==> config.mk <==
export PLATFORM = sky130hd
export DESIGN_NAME = brb_merge
export DESIGN_NICKNAME = d
export VERILOG_FILES = /design/src/brb_pkg.sv /design/src/brb_merge.sv
export SDC_FILE = /design/constraint.sdc
export NUM_CORES = 1
export LEC_CHECK = 0
export BUFFER_PORTS_ARGS = -buffer_cell sky130_fd_sc_hd__buf_4
export CAP_MARGIN = 40
export CORE_ASPECT_RATIO = 0.8
export CORE_MARGIN = 5
export CORE_UTILIZATION = 49
export DETAILED_ROUTE_END_ITERATION = 8
export PLACE_DENSITY = 0.85
export SYNTH_ARGS = -nofsm -noshare
export SYNTH_HDL_FRONTEND = slang
export SYNTH_SLANG_ARGS = --single-unit
==> constraint.sdc <==
create_clock -name vclk -period 2.66
set_clock_uncertainty 0.15 [all_clocks]
set_input_delay 0.133 -clock vclk [all_inputs]
set_output_delay 0.133 -clock vclk [all_outputs]
set_load 0.005 [all_outputs]
==> src/brb_pkg.sv <==
// Shared types and constants of the burst byte ring buffer.
// Used by the channel interfaces, the lane, merge and top-level modules.
`timescale 1ns / 1ps
package brb_pkg;

	localparam int DATA_W  = 64;
	localparam int CNT_W   = 4;
	localparam int OCC_W   = 13;
	localparam int ST_W    = 2;
	localparam int OP_W    = 2;
	localparam int BANKS   = 8;
	localparam int BANK_W  = 3;
	localparam int APB_AW  = 3;
	localparam int APB_DW  = 32;

	// operation codes
	localparam logic [OP_W-1:0] OP_PUSH  = 2'd0;
	localparam logic [OP_W-1:0] OP_POP   = 2'd1;
	localparam logic [OP_W-1:0] OP_CLEAR = 2'd2;
	localparam logic [OP_W-1:0] OP_START = 2'd3;

	// result status codes
	localparam logic [ST_W-1:0] ST_OK      = 2'd0;
	localparam logic [ST_W-1:0] ST_STOPPED = 2'd1;
	localparam logic [ST_W-1:0] ST_NOROOM  = 2'd2;
	localparam logic [ST_W-1:0] ST_EMPTY   = 2'd3;

	// register word index
	localparam logic [0:0] REG_CAPACITY = 1'b0;

	localparam logic [OCC_W-1:0] CAP_RESET = 13'd4096;

	// write command to every bank lane
	typedef struct packed {
		logic             en;
		logic [CNT_W-1:0] cnt;
	} lane_wr_t;

endpackage

==> src/brb_merge.sv <==
// Merging stage: rotates the bank bytes into burst order and zeroes unused lanes.
// Depends on brb_pkg.
`timescale 1ns / 1ps
module brb_merge (
	input  logic [7:0]                 lane_byte [brb_pkg::BANKS],
	input  logic [brb_pkg::BANK_W-1:0] base,
	input  logic [brb_pkg::CNT_W-1:0]  n,
	output logic [brb_pkg::DATA_W-1:0] data
);
	always_comb begin
		logic [brb_pkg::BANK_W-1:0] sel;
		data = '0;
		for (int j = 0; j < brb_pkg::BANKS; j++) begin
			sel = base + brb_pkg::BANK_W'(j);
			if (brb_pkg::CNT_W'(j) < n) begin
				data[8*j +: 8] = lane_byte[sel];
			end
		end
	end
endmodule

==> results of run 1 <==
[layer usage]
| metal | vias up | global-route usage | share of wire |
|---|---|---|---|
| li1 | 1277 | - | - |
| met1 | 1459 | 0.360 | 0.35 |
| met2 | 276 | 0.462 | 0.47 |
| met3 | 12 | 0.0829 | 0.17 |
| met4 | 0 | 0.0395 | 0.013 |
| met5 | - | 0 | 0 |
[power by group]
part           leakage, nW  total, mW  switching [mW]  internal (mW)
registers                0          0               0              0
logic                 1.58      0.982           0.439          0.543
clock network            0          0               0              0
[worst max-delay path: stages]
cell	delay (ns)
buf_4	0.15
buf_4	0.39
xnor2_1	0.15
a21oi_1	0.72
a22o_1	0.29
buf_4	0.12
[cell families after synthesis]
| group | share of synthesized area |
|---|---|
| buffers and inverters | 0.0678 |
| adder cells (fa/ha/maj) | 0.00949 |
| multiplexers | 0.569 |
| AND/OR/NAND/NOR | 0.102 |
| AO/OA/AOI/OAI | 0.224 |
| XOR/XNOR | 0.0270 |
[cell usage after synthesis, drive strengths merged]
master	count	share of area
ha	2	0.0095
a31oi	1	0.0024
nor2	12	0.017
a22o	48	0.16
inv	2	0.0028
mux4	64	0.55
nand2	39	0.056
xnor2	3	0.010
nand3	3	0.0057
buf	21	0.062
xor2	3	0.017
o21a	1	0.0028
mux2i	6	0.023
a21oi	12	0.034
nand4	3	0.0071
clkbuf	2	0.0028
nor3	1	0.0019
a22oi	3	0.0085
and4	3	0.010
nor2b	2	0.0047
a21boi	6	0.017
[stage by stage]
stage	std cells	hold WS, ns	power [mW]	setup WS, ns	util
after floorplan	237	0.395	0.551	0.438	-
after global placement	422	0.554	0.954	0.469	0.713
after detailed placement	422	0.559	0.970	0.439	0.713
after CTS	422	0.558	0.974	0.433	0.713
after global routing	423	0.569	1.05	0.354	0.714
final	423	0.563	0.982	0.412	0.714
[worst min-delay path by stage]
| stage | from | end | slack (ns) | cells after the start |
|---|---|---|---|---|
| 4_1_cts | n[3] | data[63] | 0.56 | 3 |
| 6_report | n[3] | data[63] | 0.56 | 3 |
| 2_1_floorplan | lane_byte[24] | data[56] | 0.39 | 3 |
| 3_3_place_gp | n[3] | data[63] | 0.55 | 3 |
| 3_5_place_dp | n[3] | data[63] | 0.56 | 3 |
| 5_1_grt | n[3] | data[58] | 0.57 | 3 |
[cell type report]
| type | count | area, um2 |
|---|---|---|
| Multi-Input combinational cell | 212 | 2470 |
| Inverter | 2 | 7.51 |
| Fill cell | 385 | 1470 |
| Timing Repair Buffer | 147 | 1100 |
| Tap cell | 62 | 77.6 |
==> impl_metrics.env, run 1 <==
export IMPL_critPathMaxFanout=29
export IMPL_clkbuf_count=0
export IMPL_gp_congestion=0.875
export IMPL_fin_area_mm2=0.00366
export IMPL_grt_pass1_wl_um=15000
export IMPL_drc_errors=0
export IMPL_register_area_um2=0
export IMPL_fmax_mhz=445
export IMPL_synth_avg_cell_area_um2=11.1
export IMPL_first_pass_iters=5
export IMPL_drt_iter0_markers=223
export IMPL_hpwlAfterDp_um=7430
export IMPL_grt_usage=0.272
export IMPL_fin_nets=436
export IMPL_wl_per_cell_um=23.1
export IMPL_layout_commonest_cell="buf_4"
export IMPL_grt_overflow_total=0
export IMPL_finalCriticalPeriod_ns=2.25
export IMPL_routed_wl_um=9750
export IMPL_cts_resized=0
export IMPL_pwr_density_cell_mw_per_mm2=268
export IMPL_finalHoldViolCount=0
export IMPL_worstPathRequired_ns=2.38
export IMPL_start_kind="input pin"
export IMPL_synth_distinct_cells=26
export IMPL_endpoint_kind="output port"
export IMPL_dieHeight_um=75.6
export IMPL_area_growth_synth_to_final_pct=38.7
export IMPL_cp_data_arrival_time_ns=1.97
export IMPL_rows=23
export IMPL_crit_path_start="base[1]"
export IMPL_critPathKind="input pin to output port"
export IMPL_drive_above_1_share=0.615
export IMPL_slew_headroom=0.333
export IMPL_grt_max_degree=41
export IMPL_leakage_nw=1.58
export IMPL_synthesis_nets=310
export IMPL_dieArea_mm2=0.00696
export IMPL_outcome="complete, no violations"
export IMPL_slew_violations=0
export IMPL_min_period_over_period=0.845
export IMPL_vias=3024
export IMPL_synthCells=237
export IMPL_syn_area_mm2=0.00264
export IMPL_worst_pin_slew_ns=0.996
export IMPL_seq_cell_count=0
export IMPL_worst_ir_drop_vdd_v=0.000118
export IMPL_drv_cap=0
export IMPL_post_dp_cell_area_mm2=0.00365
export IMPL_final_setup_tns_ns=0
export IMPL_die_w_um=92.0
export IMPL_postRouteAntennaNets=0
export IMPL_grt_pass1_vias=2935
export IMPL_initial_core_util=0.515
export IMPL_routed_via_density=7.15
export IMPL_diodes=0
export IMPL_antenna_found_initial=0
export IMPL_port_buffers=135
export IMPL_io_pins=135
export IMPL_post_cts_buffers=0
export IMPL_yosys_warnings=0
export IMPL_finalSetupViolations=0
export IMPL_hp_class="input pin to output port"
export IMPL_cts_hold_fix_buffers=0
export IMPL_core_mm2=0.00512
export IMPL_crit_end="data[16]"
export IMPL_final_cell_mix="buf_4, mux4_2, a22o_1"
export IMPL_rsz0062_at_grt="no"
export IMPL_ys_seq_area_frac=0
(Power assumes the default switching activity.)
==> run 2, diff against run 1 <==
CORE_UTILIZATION = 44   (was 49)
PLACE_DENSITY = 0.81   (was 0.85)
clock period = 2 ns   (was 2.66 ns; I/O delays follow)
==> run 2 against run 1 <==
Compared with the run above:
- die area increased by 10%
- combinational power grew 42%
- worst hold slack worse by 0.069 ns
- sequential share of layout area is the same
- critical path depth increased by 1
==> impl_metrics.env, run 2 (same netlist as run 1, synthesis figures left out) <==
export IMPL_outcome="complete, no violations"
export IMPL_fin_hold_ws_ns=0.494
export IMPL_worstPathRequired_ns=1.75
export IMPL_worst_pin_slew_ns=0.930
export IMPL_port_buffers=135
export IMPL_rows=25
export IMPL_grt_max_degree=70
export IMPL_pwr_density_cell_mw_per_mm2=359
export IMPL_critical_path_most_common_cell="buf_4"
export IMPL_grt_pass1_vias=2930
export IMPL_io_pins=135
export IMPL_dieHeight_um=79.3
export IMPL_register_area_um2=0
export IMPL_core_mm2=0.00588
export IMPL_postRouteAntennaNets=0
export IMPL_grt_pass1_wl_um=15700
export IMPL_drc_errors=0
export IMPL_critPathKind="input pin to output port"
export IMPL_finalPower_mw=1.39
export IMPL_antenna_found_initial=0
export IMPL_fin_ws_ns=0.0556
export IMPL_hpwlAfterDp_um=7920
export IMPL_slew_headroom=0.378
export IMPL_wl_per_cell_um=22.8
export IMPL_min_period_over_period=0.972
export IMPL_initial_core_util=0.449
export IMPL_gp_congestion=0.882
export IMPL_drive_above_1_share=0.641
export IMPL_finalSetupViolations=0
export IMPL_dieArea_mm2=0.00765
export IMPL_cts_hold_fix_buffers=0
export IMPL_slew_violations=0
export IMPL_area_growth_synth_to_final_pct=46.3
export IMPL_crit_slowest_cell="mux4_2"
export IMPL_clkbuf_count=0
export IMPL_layout_commonest_cell="buf_4"
export IMPL_cp_data_arrival_time_ns=1.69
export IMPL_worst_path_largest_cell_delay_ns=0.54
export IMPL_drv_cap=0
export IMPL_fin_nets=448
export IMPL_die_w_um=96.6
export IMPL_worst_ir_drop_vdd_v=0.000133
export IMPL_final_setup_tns_ns=0
export IMPL_leakage_nw=1.67
export IMPL_routed_via_density=6.80
export IMPL_finalCriticalPeriod_ns=1.94
export IMPL_hp_class="input pin to output port"
export IMPL_start_kind="input pin"
export IMPL_vias=3086
export IMPL_path_cells="buf_4 > inv_1 > ha_4 > buf_12 > mux4_2 > a22o_1 > buf_4"
export IMPL_fmax_mhz=514
export IMPL_final_util=0.656
export IMPL_drt_iter0_markers=296
export IMPL_endpoint_kind="output port"
export IMPL_critPathMaxFanout=14
export IMPL_rsz0062_at_grt="no"
export IMPL_routed_wl_um=10300
export IMPL_finalHoldViolCount=0
export IMPL_first_pass_iters=5
export IMPL_final_cell_mix="buf_4, mux4_2, a22o_1"
export IMPL_grt_usage=0.259
export IMPL_seq_cell_count=0
export IMPL_fillers=479
export IMPL_grt_overflow_total=0
export IMPL_dp_slack_ns=-0.0415
export IMPL_diodes=0
==> run 2: report_power, final <==
part           internal (mW)  switching (mW)
clock                      0               0
combinational          0.782           0.605
sequential                 0               0
total                  0.782           0.605
==> run 2: worst max-delay path: cells and delay by family <==
kind                       cells  cell delay, ns
muxes                          1            0.54
buffers and inverters          4            0.48
adders and majority gates      1            0.31
AOI/OAI and AO/OA              1            0.26
==> run 2: layout make-up <==
class | instances | area (um2) | share of cell area
multi-input cells | 212 | 2490 | 0.645
repair buffers | 159 | 1260 | 0.326
well taps | 81 | 101 | 0.0263
inverters | 2 | 7.51 | 0.00194
==> run 2: timing repair <==
item                       4_1_cts  5_1_grt
setup endpoints to repair       16       18
resized for setup                3        3
setup buffers                    0        5
==> run 2: through the flow <==
stage,std cells,cell area [um2]
2_1_floorplan,237,2640
3_3_place_gp,445,3750
3_5_place_dp,448,3780
4_1_cts,448,3790
5_1_grt,454,3860
6_report,454,3860
==> run 2: worst paths after layout <==
path              cells after the start  slack [ns]  endpoint    start
setup / recovery                      7        0.06  data[10]  base[0]
hold / removal                        3        0.49  data[57]     n[3]
==> run 2: layer usage <==
layer	track usage	wire length, um	vias to the layer above
met3	0.0625	1440	23
met2	0.432	4950	249
met1	0.341	3760	1509
li1	-	-	1305
met4	0.0588	185	0
met5	0	0	-
==> run 3, diff against run 2 <==
BUFFER_PORTS_ARGS = default   (was -buffer_cell sky130_fd_sc_hd__buf_4)
CORE_UTILIZATION = 62   (was 44)
DONT_BUFFER_PORTS = 1   (was default)
RECOVER_POWER = 100   (was default)
==> run 3 against run 2 <==
Compared with the run above:
- sequential share of layout area unchanged
- die area decreased by 26%
- fmax increased by 5.5%
- final area decreased by 32%
- critical path depth decreased by 1
- via count decreased by 16%
- highest routed layer unchanged
==> impl_metrics.env, run 3 (same netlist as run 1, synthesis figures left out) <==
export IMPL_endpoint_kind="output port"
export IMPL_first_pass_iters=5
export IMPL_p_comb_frac=1.000
export IMPL_area_growth_synth_to_final_pct=0.237
export IMPL_rows=21
export IMPL_register_area_um2=0
export IMPL_cts_hold_fix_buffers=0
export IMPL_fin_nets=306
export IMPL_grt_pass1_vias=2586
export IMPL_power_switching_mw=0.404
export IMPL_wl_per_cell_um=31.2
export IMPL_final_cell_mix="mux4_2, a22o_1, nand2_1"
export IMPL_drt_iter0_markers=279
export IMPL_clkPwrFrac=0
export IMPL_hp_start="n[3]"
export IMPL_p_seq_frac=0
export IMPL_routed_via_density=9.02
export IMPL_worst_pin_slew_ns=0.897
export IMPL_crit_slowest_cell="mux4_2"
export IMPL_port_buffers=0
export IMPL_rsz0062_at_grt="no"
export IMPL_whs_path_depth=1
export IMPL_worst_path_largest_cell_delay_ns=0.35
export IMPL_hold_path_endpoint="data[62]"
export IMPL_dieHeight_um=68.3
export IMPL_dieArea_mm2=0.00567
export IMPL_p_int_mw=0.447
export IMPL_diodes=0
export IMPL_io_pins=135
export IMPL_post_cts_buffers=0
export IMPL_initial_core_util=0.635
export IMPL_finalHoldViolCount=0
export IMPL_vias=2597
export IMPL_leakage_nw=0.928
export IMPL_slew_headroom=0.402
export IMPL_fin_area_mm2=0.00264
export IMPL_path_cells="inv_1 > ha_2 > buf_12 > clkbuf_1 > mux4_2 > a22o_1"
export IMPL_finalSetupViolations=0
export IMPL_routed_wl_um=8990
export IMPL_worstPathRequired_ns=1.75
export IMPL_cts_resized=0
export IMPL_hpwlAfterDp_um=6700
export IMPL_finalPower_mw=0.851
export IMPL_layout_commonest_cell="mux4_2"
export IMPL_grt_usage=0.307
export IMPL_grt_max_degree=72
export IMPL_clkbuf_count=0
export IMPL_core_mm2=0.00415
export IMPL_grt_overflow_total=0
export IMPL_pwr_density_cell_mw_per_mm2=322
export IMPL_critPathKind="input pin to output port"
export IMPL_post_dp_cell_area_mm2=0.00269
export IMPL_cp_data_arrival_time_ns=1.59
export IMPL_worst_ir_drop_vdd_v=0.000198
export IMPL_seq_cell_count=0
export IMPL_slew_violations=0
export IMPL_finalCriticalPeriod_ns=1.84
export IMPL_die_w_um=82.9
export IMPL_drv_cap=0
export IMPL_final_setup_tns_ns=0
export IMPL_grt_pass1_wl_um=13800
export IMPL_min_period_over_period=0.921
export IMPL_start_kind="input pin"
export IMPL_fmax_mhz=543
export IMPL_gp_congestion=0.864
export IMPL_drc_errors=0
export IMPL_drive_above_1_share=0.351
export IMPL_postRouteAntennaNets=0
export IMPL_outcome="complete, no violations"
export IMPL_critPathMaxFanout=71
export IMPL_antenna_found_initial=0
export IMPL_hp_class="input pin to output port"
export IMPL_final_util=0.637
export IMPL_switching_share=0.475
==> run 3: changes by cell type in the layout (fill, tap and decap cells not counted), moves of 3 or more <==
cell      before  now
a21boi_0       0    4
a21oi_1        4   10
clkbuf_1       0    4
buf_4        153   11
nor2_1         8   12
buf_12         5    2
a21boi_1       6    2
nor2_2         4    0
a21oi_2        8    2
==> run 3: worst max path at each step <==
stage	cells past startpoint	to	slack, ns	from
after floorplan	7	data[10]	-0.01	base[1]
after global placement	5	data[8]	0.24	base[0]
after detailed placement	5	data[12]	0.22	base[0]
after CTS	5	data[12]	0.21	base[0]
after global routing	6	data[47]	0.10	base[0]
final	6	data[47]	0.16	base[0]
==> run 3: routing by layer <==
metal	up-vias	global-route usage	share of wire
met5	-	0	0
met2	254	0.517	0.48
met4	0	0.102	0.033
li1	1014	-	-
met1	1294	0.378	0.32
met3	35	0.103	0.16
==> run 3: layout make-up <==
| cell class | instances | area [um2] |
|---|---|---|
| Multi-Input combinational cell | 212 | 2430 |
| Timing Repair Buffer | 17 | 138 |
| Inverter | 2 | 7.51 |
| Tap cell | 57 | 71.3 |
| Fill cell | 333 | 1510 |
==> run 3: power groups by stage <==
stage / sequential [mW] / combinational (mW) / clock, mW
after floorplan: 0 / 0.735 / 0
after global placement: 0 / 0.836 / 0
after detailed placement: 0 / 0.860 / 0
after CTS: 0 / 0.865 / 0
after global routing: 0 / 0.904 / 0
final: 0 / 0.851 / 0
==> run 3: per-stage QoR <==
stage / hold slack (ns) / cells / setup slack, ns
detailed placement: 0.175 / 288 / 0.218
finish: 0.180 / 288 / 0.157
global route: 0.181 / 288 / 0.102
CTS: 0.175 / 288 / 0.215
global placement: 0.178 / 285 / 0.235
floorplan: 0.329 / 237 / -0.0127
==> run 3: worst max-delay path: cells and delay by family <==
kind	cells	cell delay [ns]
AOI/OAI and AO/OA	1	0.27
adders and majority gates	1	0.33
buffers and inverters	3	0.51
muxes	1	0.35
